## src/hdl/acra_pkg.sv

```systemverilog
// Package for the aligned capture region allocator.
// Holds the shared constants, item and control types, and the texel size table.
// No dependencies.
`default_nettype none

package acra_pkg;

    localparam int SLOT_COUNT  = 4;
    localparam int ALIGN_BYTES = 16;
    localparam int SLOT_W      = (SLOT_COUNT > 1) ? $clog2(SLOT_COUNT) : 1;

    localparam int ADDR_W  = 41;
    localparam int OFF_W   = ADDR_W + 1;
    localparam int CNT_W   = 32;
    localparam int WH_W    = 30;
    localparam int DL_W    = 24;
    localparam int PROD_W  = WH_W + DL_W;
    localparam int SIZE_W  = PROD_W + 4;
    localparam int TOTAL_W = SIZE_W + 1;
    localparam int CAP_W   = 56;

    localparam logic [ADDR_W-1:0] BUDGET_RESET = ADDR_W'(16777216);
    localparam logic [OFF_W-1:0]  ALIGN_MASK   = OFF_W'(ALIGN_BYTES - 1);

    localparam logic [7:0] FMT_D24_S8 = 8'd129;
    localparam logic [7:0] FMT_D32_S8 = 8'd130;

    localparam logic MODE_BEGIN   = 1'b0;
    localparam logic MODE_REQUEST = 1'b1;

    localparam logic [2:0] RS_COMMITTED  = 3'd0;
    localparam logic [2:0] RS_FRAME      = 3'd1;
    localparam logic [2:0] RS_NO_SLOT    = 3'd2;
    localparam logic [2:0] RS_EMPTY      = 3'd3;
    localparam logic [2:0] RS_NOT_SOURCE = 3'd4;
    localparam logic [2:0] RS_BAD_FORMAT = 3'd5;
    localparam logic [2:0] RS_OVER       = 3'd6;
    localparam logic [2:0] RS_NO_IMAGE   = 3'd7;

    localparam logic [1:0] ASPECT_COLOR   = 2'd0;
    localparam logic [1:0] ASPECT_DEPTH   = 2'd1;
    localparam logic [1:0] ASPECT_STENCIL = 2'd2;

    typedef enum logic [3:0] {
        S_IDLE = 4'b0001,
        S_MUL1 = 4'b0010,
        S_MUL2 = 4'b0100,
        S_DONE = 4'b1000
    } acra_state_t;

    typedef struct packed {
        logic load;
        logic mul1;
        logic mul2;
        logic commit;
    } acra_cmd_t;

    typedef struct packed {
        logic out_full;
    } acra_sts_t;

    typedef struct packed {
        logic        mode;
        logic [3:0]  slot;
        logic [7:0]  format;
        logic        has_depth;
        logic        has_stencil;
        logic        copy_source_ok;
        logic [14:0] width;
        logic [14:0] height;
        logic [11:0] depth_slices;
        logic [11:0] layers;
        logic        image_present;
    } in_item_t;

    typedef struct packed {
        logic [2:0]        status;
        logic [1:0]        copy_aspect;
        logic [ADDR_W-1:0] region_offset;
        logic [CAP_W-1:0]  copy_bytes;
        logic [ADDR_W-1:0] cursor_after;
        logic [CNT_W-1:0]  budget_drops;
        logic [CNT_W-1:0]  format_drops;
    } out_item_t;

    typedef struct packed {
        logic       ok;
        logic [2:0] shift;
    } texel_t;

    function automatic texel_t texel_lookup(input logic [7:0] fmt);
        texel_t t;
        t = '0;
        case (fmt)
            8'd9, 8'd10, 8'd13, 8'd14, 8'd127: begin
                t.ok = 1'b1; t.shift = 3'd0;
            end
            8'd16, 8'd17, 8'd20, 8'd70, 8'd71, 8'd74, 8'd75, 8'd76, 8'd124: begin
                t.ok = 1'b1; t.shift = 3'd1;
            end
            8'd37, 8'd38, 8'd41, 8'd43, 8'd44, 8'd50, 8'd58, 8'd64, 8'd77, 8'd78,
            8'd81, 8'd83, 8'd98, 8'd99, 8'd100, 8'd122, 8'd123, 8'd125, 8'd126,
            8'd129: begin
                t.ok = 1'b1; t.shift = 3'd2;
            end
            8'd91, 8'd92, 8'd95, 8'd97, 8'd101, 8'd103: begin
                t.ok = 1'b1; t.shift = 3'd3;
            end
            8'd107, 8'd108, 8'd109: begin
                t.ok = 1'b1; t.shift = 3'd4;
            end
            default: begin
                t = '0;
            end
        endcase
        return t;
    endfunction

endpackage

`default_nettype wire

```

## src/hdl/acra_ctrl.sv

```systemverilog
// Controller of the aligned capture region allocator.
// Sequences accept, two multiply steps and the commit; uses acra_pkg.
`default_nettype none

module acra_ctrl import acra_pkg::*; (
    input  wire logic      aclk,
    input  wire logic      aresetn,
    input  wire logic      s_tvalid,
    output logic           s_tready,
    input  wire logic      m_tready,
    input  wire acra_sts_t sts,
    output acra_cmd_t      cmd
);

    acra_state_t state_reg, state_next;

    always_comb begin
        state_next = state_reg;
        cmd        = '0;
        s_tready   = 1'b0;
        case (state_reg)
            S_IDLE: begin
                s_tready = 1'b1;
                if (s_tvalid) begin
                    cmd.load   = 1'b1;
                    state_next = S_MUL1;
                end
            end
            S_MUL1: begin
                cmd.mul1   = 1'b1;
                state_next = S_MUL2;
            end
            S_MUL2: begin
                cmd.mul2   = 1'b1;
                state_next = S_DONE;
            end
            S_DONE: begin
                if (!sts.out_full || m_tready) begin
                    cmd.commit = 1'b1;
                    state_next = S_IDLE;
                end
            end
            default: begin
                state_next = S_IDLE;
            end
        endcase
    end

    always_ff @(posedge aclk) begin
        if (!aresetn) begin
            state_reg <= S_IDLE;
        end else begin
            state_reg <= state_next;
        end
    end

endmodule

`default_nettype wire

```

## src/hdl/acra_dp.sv

```systemverilog
// Datapath of the aligned capture region allocator.
// Holds the budget, slot state, size multiplies and the result register; uses acra_pkg.
`default_nettype none

module acra_dp import acra_pkg::*; (
    input  wire logic              aclk,
    input  wire logic              aresetn,
    input  wire acra_cmd_t         cmd,
    output acra_sts_t              sts,
    input  wire in_item_t          in_item,
    input  wire logic              cfg_valid,
    output logic                   cfg_ready,
    input  wire logic [ADDR_W-1:0] cfg_data,
    output logic                   out_valid,
    input  wire logic              out_ready,
    output out_item_t              out_item
);

    logic [ADDR_W-1:0] budget_reg;
    logic              active_valid_reg, active_valid_next;
    logic [SLOT_W-1:0] active_slot_reg, active_slot_next;
    logic [ADDR_W-1:0] cursor_reg [SLOT_COUNT];
    logic [CNT_W-1:0]  bdrop_reg  [SLOT_COUNT];
    logic [CNT_W-1:0]  fdrop_reg  [SLOT_COUNT];

    in_item_t          item_reg;
    logic [WH_W-1:0]   wh_reg;
    logic [DL_W-1:0]   dl_reg;
    logic [OFF_W-1:0]  off_reg;
    texel_t            tex_reg;
    logic [PROD_W-1:0] prod_reg;

    logic              out_valid_reg;
    out_item_t         out_reg, res;

    texel_t            tex;
    logic [OFF_W-1:0]  off_next;
    logic [1:0]        aspect;
    logic [SIZE_W-1:0] size_full;
    logic [TOTAL_W-1:0] total;
    logic              empty;
    logic [ADDR_W-1:0] cur_rd, cur_new;
    logic [CNT_W-1:0]  bd_rd, bd_new, fd_rd, fd_new;
    logic [SLOT_W-1:0] wr_idx;
    logic              wr_en;

    assign cfg_ready    = 1'b1;
    assign sts.out_full = out_valid_reg;
    assign out_valid    = out_valid_reg;
    assign out_item     = out_reg;

    assign cur_rd = cursor_reg[active_slot_reg];
    assign bd_rd  = bdrop_reg[active_slot_reg];
    assign fd_rd  = fdrop_reg[active_slot_reg];

    always_comb begin
        tex = texel_lookup(item_reg.format);
        if ((item_reg.format == FMT_D24_S8 || item_reg.format == FMT_D32_S8)
                && item_reg.has_depth) begin
            tex.ok    = 1'b1;
            tex.shift = 3'd2;
        end
        off_next = ({1'b0, cur_rd} + ALIGN_MASK) & ~ALIGN_MASK;
    end

    always_ff @(posedge aclk) begin
        if (cmd.load) begin
            item_reg <= in_item;
        end
        if (cmd.mul1) begin
            wh_reg  <= WH_W'(item_reg.width) * WH_W'(item_reg.height);
            dl_reg  <= DL_W'(item_reg.depth_slices) * DL_W'(item_reg.layers);
            off_reg <= off_next;
            tex_reg <= tex;
        end
        if (cmd.mul2) begin
            prod_reg <= PROD_W'(wh_reg) * PROD_W'(dl_reg);
        end
        if (cmd.commit) begin
            out_reg <= res;
        end
    end

    always_comb begin
        res               = '0;
        active_valid_next = active_valid_reg;
        active_slot_next  = active_slot_reg;
        wr_idx            = active_slot_reg;
        wr_en             = 1'b0;
        cur_new           = cur_rd;
        bd_new            = bd_rd;
        fd_new            = fd_rd;
        aspect            = item_reg.has_depth ? ASPECT_DEPTH :
                            (item_reg.has_stencil ? ASPECT_STENCIL : ASPECT_COLOR);
        empty             = (item_reg.width == '0) || (item_reg.height == '0)
                            || (item_reg.depth_slices == '0) || (item_reg.layers == '0);
        size_full         = {4'b0, prod_reg} << tex_reg.shift;
        total             = TOTAL_W'(off_reg) + TOTAL_W'(size_full);

        if (item_reg.mode == MODE_BEGIN) begin
            if ({1'b0, item_reg.slot} < 5'(SLOT_COUNT)) begin
                active_valid_next = 1'b1;
                active_slot_next  = item_reg.slot[SLOT_W-1:0];
                wr_idx            = item_reg.slot[SLOT_W-1:0];
                wr_en             = 1'b1;
                cur_new           = '0;
                bd_new            = '0;
                fd_new            = '0;
                res.status        = RS_FRAME;
            end else begin
                active_valid_next = 1'b0;
                res.status        = RS_NO_SLOT;
            end
        end else begin
            res.copy_aspect = aspect;
            if (!active_valid_reg) begin
                res.status = RS_NO_SLOT;
            end else if (empty) begin
                res.status = RS_EMPTY;
            end else if (!item_reg.copy_source_ok) begin
                fd_new     = fd_rd + CNT_W'(1);
                wr_en      = 1'b1;
                res.status = RS_NOT_SOURCE;
            end else if (!tex_reg.ok) begin
                fd_new     = fd_rd + CNT_W'(1);
                wr_en      = 1'b1;
                res.status = RS_BAD_FORMAT;
            end else if (total > TOTAL_W'(budget_reg)) begin
                bd_new     = bd_rd + CNT_W'(1);
                wr_en      = 1'b1;
                res.status = RS_OVER;
            end else begin
                res.region_offset = off_reg[ADDR_W-1:0];
                res.copy_bytes    = (size_full[SIZE_W-1:CAP_W] != '0) ? '1
                                    : size_full[CAP_W-1:0];
                if (item_reg.image_present) begin
                    cur_new    = total[ADDR_W-1:0];
                    wr_en      = 1'b1;
                    res.status = RS_COMMITTED;
                end else begin
                    res.status = RS_NO_IMAGE;
                end
            end
            if (active_valid_reg) begin
                res.cursor_after = cur_new;
                res.budget_drops = bd_new;
                res.format_drops = fd_new;
            end
        end
    end

    always_ff @(posedge aclk) begin
        if (!aresetn) begin
            budget_reg       <= BUDGET_RESET;
            active_valid_reg <= 1'b0;
            active_slot_reg  <= '0;
            out_valid_reg    <= 1'b0;
            for (int i = 0; i < SLOT_COUNT; i++) begin
                cursor_reg[i] <= '0;
                bdrop_reg[i]  <= '0;
                fdrop_reg[i]  <= '0;
            end
        end else begin
            if (cfg_valid) begin
                budget_reg <= cfg_data;
            end
            if (cmd.commit) begin
                active_valid_reg <= active_valid_next;
                active_slot_reg  <= active_slot_next;
                if (wr_en) begin
                    cursor_reg[wr_idx] <= cur_new;
                    bdrop_reg[wr_idx]  <= bd_new;
                    fdrop_reg[wr_idx]  <= fd_new;
                end
                out_valid_reg <= 1'b1;
            end else if (out_ready) begin
                out_valid_reg <= 1'b0;
            end
        end
    end

endmodule

`default_nettype wire

```

## src/hdl/aligned_capture_region_allocator_unit.sv

```systemverilog
// Top level of the aligned capture region allocator.
// Instantiates acra_ctrl and acra_dp; uses acra_pkg.
//
// Usage: a request on the s_ channel is either a begin-frame (s_tuser 0) that
// activates one of the frame slots and clears its cursor and drop counters,
// or a capture request (s_tuser 1) that is checked and, if admitted, given an
// aligned byte region of the active slot. Every request yields one result on
// the m_ channel, with the status code on m_tuser.
// The budget register is written through cfg_valid/cfg_data; cfg_ready is
// always high. Write it only while no request is in flight.
// A request moves through the accept, two multiply and commit steps; its result
// is registered at the commit. A new request is accepted only after the last one
// is committed, as the two-step size multiply lies ahead of the budget compare.
// The result sits in an output register, so the next request is accepted
// while a result waits; a stalled m_tready holds at most one further request
// in the commit step until the register frees up.
// Reset clears the budget to 16 MiB, deactivates all slots and zeroes every
// slot's cursor and counters.
`default_nettype none

module aligned_capture_region_allocator_unit import acra_pkg::*; (
    input  wire logic              aclk,
    input  wire logic              aresetn,
    input  wire logic              s_tvalid,
    output logic                   s_tready,
    // slot, format, has_depth, has_stencil, copy_source_ok, width, height,
    // depth_slices, layers, image_present; zero padded to 72 bits
    input  wire logic [71:0]       s_tdata,
    // mode
    input  wire logic [0:0]        s_tuser,
    output logic                   m_tvalid,
    input  wire logic              m_tready,
    // copy_aspect, region_offset, capture_size, bytes_used, budget_drops,
    // format_drops; zero padded to 208 bits
    output logic [207:0]           m_tdata,
    // status
    output logic [2:0]             m_tuser,
    input  wire logic              cfg_valid,
    output logic                   cfg_ready,
    input  wire logic [ADDR_W-1:0] cfg_data
);

    in_item_t  in_item;
    out_item_t out_item;
    acra_cmd_t cmd;
    acra_sts_t sts;

    always_comb begin
        in_item.mode           = s_tuser[0];
        in_item.slot           = s_tdata[3:0];
        in_item.format         = s_tdata[11:4];
        in_item.has_depth      = s_tdata[12];
        in_item.has_stencil    = s_tdata[13];
        in_item.copy_source_ok = s_tdata[14];
        in_item.width          = s_tdata[29:15];
        in_item.height         = s_tdata[44:30];
        in_item.depth_slices   = s_tdata[56:45];
        in_item.layers         = s_tdata[68:57];
        in_item.image_present  = s_tdata[69];
    end

    assign m_tuser = out_item.status;
    assign m_tdata = {4'b0, out_item.format_drops, out_item.budget_drops,
                      out_item.cursor_after, out_item.copy_bytes,
                      out_item.region_offset, out_item.copy_aspect};

    acra_ctrl u_ctrl (
        .aclk     (aclk),
        .aresetn  (aresetn),
        .s_tvalid (s_tvalid),
        .s_tready (s_tready),
        .m_tready (m_tready),
        .sts      (sts),
        .cmd      (cmd)
    );

    acra_dp u_dp (
        .aclk      (aclk),
        .aresetn   (aresetn),
        .cmd       (cmd),
        .sts       (sts),
        .in_item   (in_item),
        .cfg_valid (cfg_valid),
        .cfg_ready (cfg_ready),
        .cfg_data  (cfg_data),
        .out_valid (m_tvalid),
        .out_ready (m_tready),
        .out_item  (out_item)
    );

endmodule

`default_nettype wire

```

## config.mk

```make
export PLATFORM = sky130hd
export DESIGN_NAME = aligned_capture_region_allocator_unit
export DESIGN_NICKNAME = d
export VERILOG_FILES = /design/src/hdl/acra_pkg.sv /design/src/hdl/acra_ctrl.sv /design/src/hdl/acra_dp.sv /design/src/hdl/aligned_capture_region_allocator_unit.sv
export SDC_FILE = /design/constraint.sdc
export NUM_CORES = 2
export LEC_CHECK = 0
export ABC_AREA = 1
export BUFFER_PORTS_ARGS = -buffer_cell sky130_fd_sc_hd__buf_2
export CAP_MARGIN = 20
export CORE_ASPECT_RATIO = 2
export CORE_MARGIN = 10
export CORE_UTILIZATION = 45
export CTS_CLUSTER_SIZE = 25
export DETAILED_ROUTE_END_ITERATION = 8
export GPL_ROUTABILITY_DRIVEN = 0
export GPL_TIMING_DRIVEN = 0
export PLACE_DENSITY = 0.71
export SKIP_CTS_REPAIR_TIMING = 1
export SLEW_MARGIN = 10
export SYNTH_ARGS = -nofsm -noshare
export SYNTH_HDL_FRONTEND = slang
export SYNTH_SLANG_ARGS = --single-unit
```

## constraint.sdc

```tcl
create_clock -name aclk -period 27 [get_ports aclk]
set_input_delay 2.7 -clock aclk [delete_from_list [all_inputs] [get_ports aclk]]
set_output_delay 2.7 -clock aclk [all_outputs]
set_load 0.01 [all_outputs]
```

==> results.md <==
- In this run the standard cell core region covers 179700 um^2.
- In the final layout, the share of cells above drive strength 1 is 0.06724.
- Clock tree synthesis selected as its root buffer the cell sky130_fd_sc_hd__clkbuf_16.
- In this run the cell area of the synthesized design comes to 81370 um^2.
- The critical-path cell with the highest stage delay is sky130_fd_sc_hd__xor2_1.
- The Yosys step of the flow raised 0 warnings.
- The cell row count is 220.
- Counting stages on the worst path, the most repeated cell is sky130_fd_sc_hd__nand2_1.
- The number of I/O port buffers is between 300 and 400.
- Using the TritonRoute via totals, the vias-per-cell ratio works out to ~5.6.
- The number of flip-flops in the largest register is 203.
- The die covers around 200000 um^2.
- Of the post-synthesis cell area, the dominant cell type holds 0.3115.
- In the global route stage, overall resource usage came out at 0.2979.
- The number of DRC markers after the initial detailed-route iteration is ~8000.
- The path length in cells of the critical path is 43.
- The first detailed-routing pass ran for 9 iterations.
- Entering global routing, the biggest net connects 123 pins.
- In this run the deepest clock path goes through 3 buffers.
- The number of buffers and inverters on the critical path is 10.
- The total number of H-tree levels is 3.
- The worst hold endpoint is u_dp.budget_reg[36].
- The hold violation total from the final report was 0.
- The number of global-route vias before repair is 72980.
- The share of flip-flops with an asynchronous set or reset is 0.
- Yosys mapped the design onto 63 distinct sky130hd cell types.
- The net count of the finished layout is approximately 12000.
- The synthesized design contains 844 enable-type register cells.
- The area growth from synthesis to layout is 10.08%.
- Setup repair after global routing left no endpoint under its margin.
- The worst register-to-register path has a setup slack of 16.85 ns.
- Measured against its own limit, the worst slew margin works out to 0.1553.
- In the synthesized netlist, the number of instances is 9742.
- The post-synthesis sequential area ratio is 0.3240.
- Along the worst hold path, the cell count comes to 2.
- Among all flip-flop cells after synthesis, the most frequent one is sky130_fd_sc_hd__edfxtp_1.
- The total number of vias is 71040.
- The final count of pins violating max slew is 0.
- Detailed placement ended at an HPWL of 237400 um.
- The element type at the critical path end is a flip-flop.
- In this run the worst hold path is classified as flip-flop to flip-flop.
- The final total negative setup slack is 0 ns.
- The final cell utilization of the core is 0.4983.
- The number of fill cells is 16630.
- The setup path with the least slack is of type flip-flop to flip-flop.
- The library cell with the largest summed area after synthesis is sky130_fd_sc_hd__edfxtp_1.
- The worst clock skew on the final layout is around 0.060 ns.
- The number of endpoints failing setup at the final stage is 0.
- The average instance in the mapped netlist occupies approximately 8.4 um^2.
- The sum of overflow across all layers after global routing is 0.
- In the post-synthesis netlist, the biggest area contributors are sky130_fd_sc_hd__edfxtp_1, sky130_fd_sc_hd__fa_1, sky130_fd_sc_hd__nand2_1.
- The clock sink total is 895.
- The final reports fail on DRC.
- The clock-pin transition on the worst setup and hold timing paths is 0.07 ns.
- The starting density of the core is 0.4527.
- The overall routed net length is 301300 um.
- The overall die height is 621.4 um.
- The insertion delay of the later-clocked pin in the worst-skew pair is 0.76 ns.
- The area of combinational cells with multiple inputs is 46050 um^2.
- On the worst path, the slowest cell contributes a delay of 0.72 ns.
- The actual slew at the worst max-slew pin is roughly 1.3 ns.
- The wire length of the first global-routing pass is between 400000 and 500000 um.
- Grouping stages by cell kind, the critical path spends the most delay in simple AND/OR/NAND/NOR gates.
- The nature of the critical path startpoint is a flip-flop.
- In this run the most critical hold path is launched from u_dp.budget_reg[36].
- The total clock buffers created by CTS is 87.
- Across the whole layout, storage elements account for around 26000 um^2.
- TritonCTS built the clock tree.
- The number of cells on the worst reg-to-reg path is 43.
- The width of the die is 320.7 um.
- The shortest period the worst path allows is slightly above 10 ns.
- STA puts the critical path data required time at 27.44 ns.
- The post-detailed-route DRC marker count is 2.
- The final routed wire length divided by cell count is about 24 um.
- The max-capacitance violation count is 0.
- The run finished, with violations left.
- Pin placement for this block handled 333 I/O pins.
- The initial antenna violation count came to 17.
- The worst register-to-register path ends at u_dp.fdrop_reg[2][9].
- The arrival time reported for the critical path endpoint is 10.58 ns.
- In this run the critical register-to-register path is launched from u_dp.tex_reg[2].
- Along the worst path, the maximum fanout reaches 46.
- The number of register bits inferred by synthesis is about 900.
- The fraction of the cycle the final worst path needs is 0.3758.
- Timing would allow up to 0.09854 GHz.
- The post-detailed-route count of antenna-violating nets is 0.
## synthesized netlist by cell type, drive strengths merged, types with 3 or more instances
cell,instances
buf,150
a21oi,302
nand3,574
fa,882
o2111ai,3
nor2,990
o31ai,3
o21a,11
a21boi,3
and3,8
inv,1853
a22oi,3
a21o,12
dfxtp,51
clkinv,6
clkbuf,316
nor4,34
o211ai,5
nand2,2611
nand3b,11
o21ai,249
edfxtp,844
xor2,149
a211oi,5
a31o,5
nor3,46
a31oi,24
nand4,86
mux2i,4
a32o,8
o21bai,15
o22ai,3
xnor2,41
ha,417
## worst max path at each step
stage                          from                    end
floorplan                  m_tready   u_dp.bdrop_reg[2][0]
global placement           m_tready  u_dp.fdrop_reg[0][15]
detailed placement  u_dp.tex_reg[2]  u_dp.fdrop_reg[2][15]
CTS                 u_dp.tex_reg[2]   u_dp.fdrop_reg[2][0]
global route        u_dp.tex_reg[2]   u_dp.fdrop_reg[2][0]
finish              u_dp.tex_reg[2]   u_dp.fdrop_reg[2][9]
## logic make-up (layout without fill, tap and decap cells)
kind of cell             after synthesis  after routing  synth area share
flip-flops                           895            895            0.3240
XOR/XNOR                             190            190           0.02045
AO/OA/AOI/OAI                        662            662           0.04447
other                                  2             45        0.00009229
adder cells (fa/ha/maj)             1299           1299            0.2811
multiplexers                           4              4         0.0004921
buffers and inverters               2325           2838            0.1115
AND/OR/NAND/NOR                     4365           4365            0.2179
## worst reg2reg max path, delay by kind of cell, from the launching register on
kind / cells / cell delay, ns
XOR/XNOR: 1 / 0.72
AND/OR/NAND/NOR: 26 / 3.88
flip-flops: 1 / 0.69
buffers and inverters: 10 / 3.12
adder cells (fa/ha/maj): 3 / 1.06
AO/OA/AOI/OAI: 3 / 0.32
## placed cells by master, fill, tap and decap left out, types with 51 or more instances in the layout
| cell type | synthesis | final |
|---|---|---|
| sky130_fd_sc_hd__clkbuf_1 | 316 | 335 |
| sky130_fd_sc_hd__o21ai_0 | 246 | 246 |
| sky130_fd_sc_hd__ha_1 | 417 | 417 |
| sky130_fd_sc_hd__nand2_1 | 2592 | 2589 |
| sky130_fd_sc_hd__dfxtp_1 | 51 | 51 |
| sky130_fd_sc_hd__nor2_1 | 972 | 971 |
| sky130_fd_sc_hd__clkbuf_16 | 0 | 87 |
| sky130_fd_sc_hd__buf_2 | 71 | 391 |
| sky130_fd_sc_hd__inv_1 | 1842 | 1839 |
| sky130_fd_sc_hd__nand4_1 | 84 | 84 |
| sky130_fd_sc_hd__edfxtp_1 | 844 | 844 |
| sky130_fd_sc_hd__fa_1 | 882 | 882 |
| sky130_fd_sc_hd__nand3_1 | 565 | 565 |
| sky130_fd_sc_hd__xor2_1 | 149 | 149 |
| sky130_fd_sc_hd__a21oi_1 | 300 | 300 |
## metal layers
metal,global-route usage,share of wire
met3,0.08998,0.11
met4,0.2963,0.13
met2,0.4989,0.47
met1,0.2833,0.29
met5,0.0002415,0.00011
## layout make-up
cell class / instances / share of cell area
sequential: 895 / 0.2943
inverter: 1859 / 0.07813
antenna: 22 / 0.0006146
tap: 2331 / 0.03256
clock buffer: 110 / 0.02527
multi-input combinational: 6543 / 0.5141
timing repair buffer: 354 / 0.02403
clock inverter: 49 / 0.007599
buffer: 466 / 0.02338
## metrics by stage
stage	instance area, um^2	worst slack, ns	std cells	hold WS [ns]
2_1_floorplan	81450	15.77	9763	0.4353
3_3_place_gp	85970	10.97	12410	0.4518
3_5_place_dp	86350	17.24	12430	0.4604
4_1_cts	89290	17.17	12590	0.4695
5_1_grt	89530	16.64	12610	0.4952
6_report	89570	16.85	12630	0.4680
Power is not shown: default switching activity piles up to over one toggle a cycle in this logic, so the estimate is an artifact.
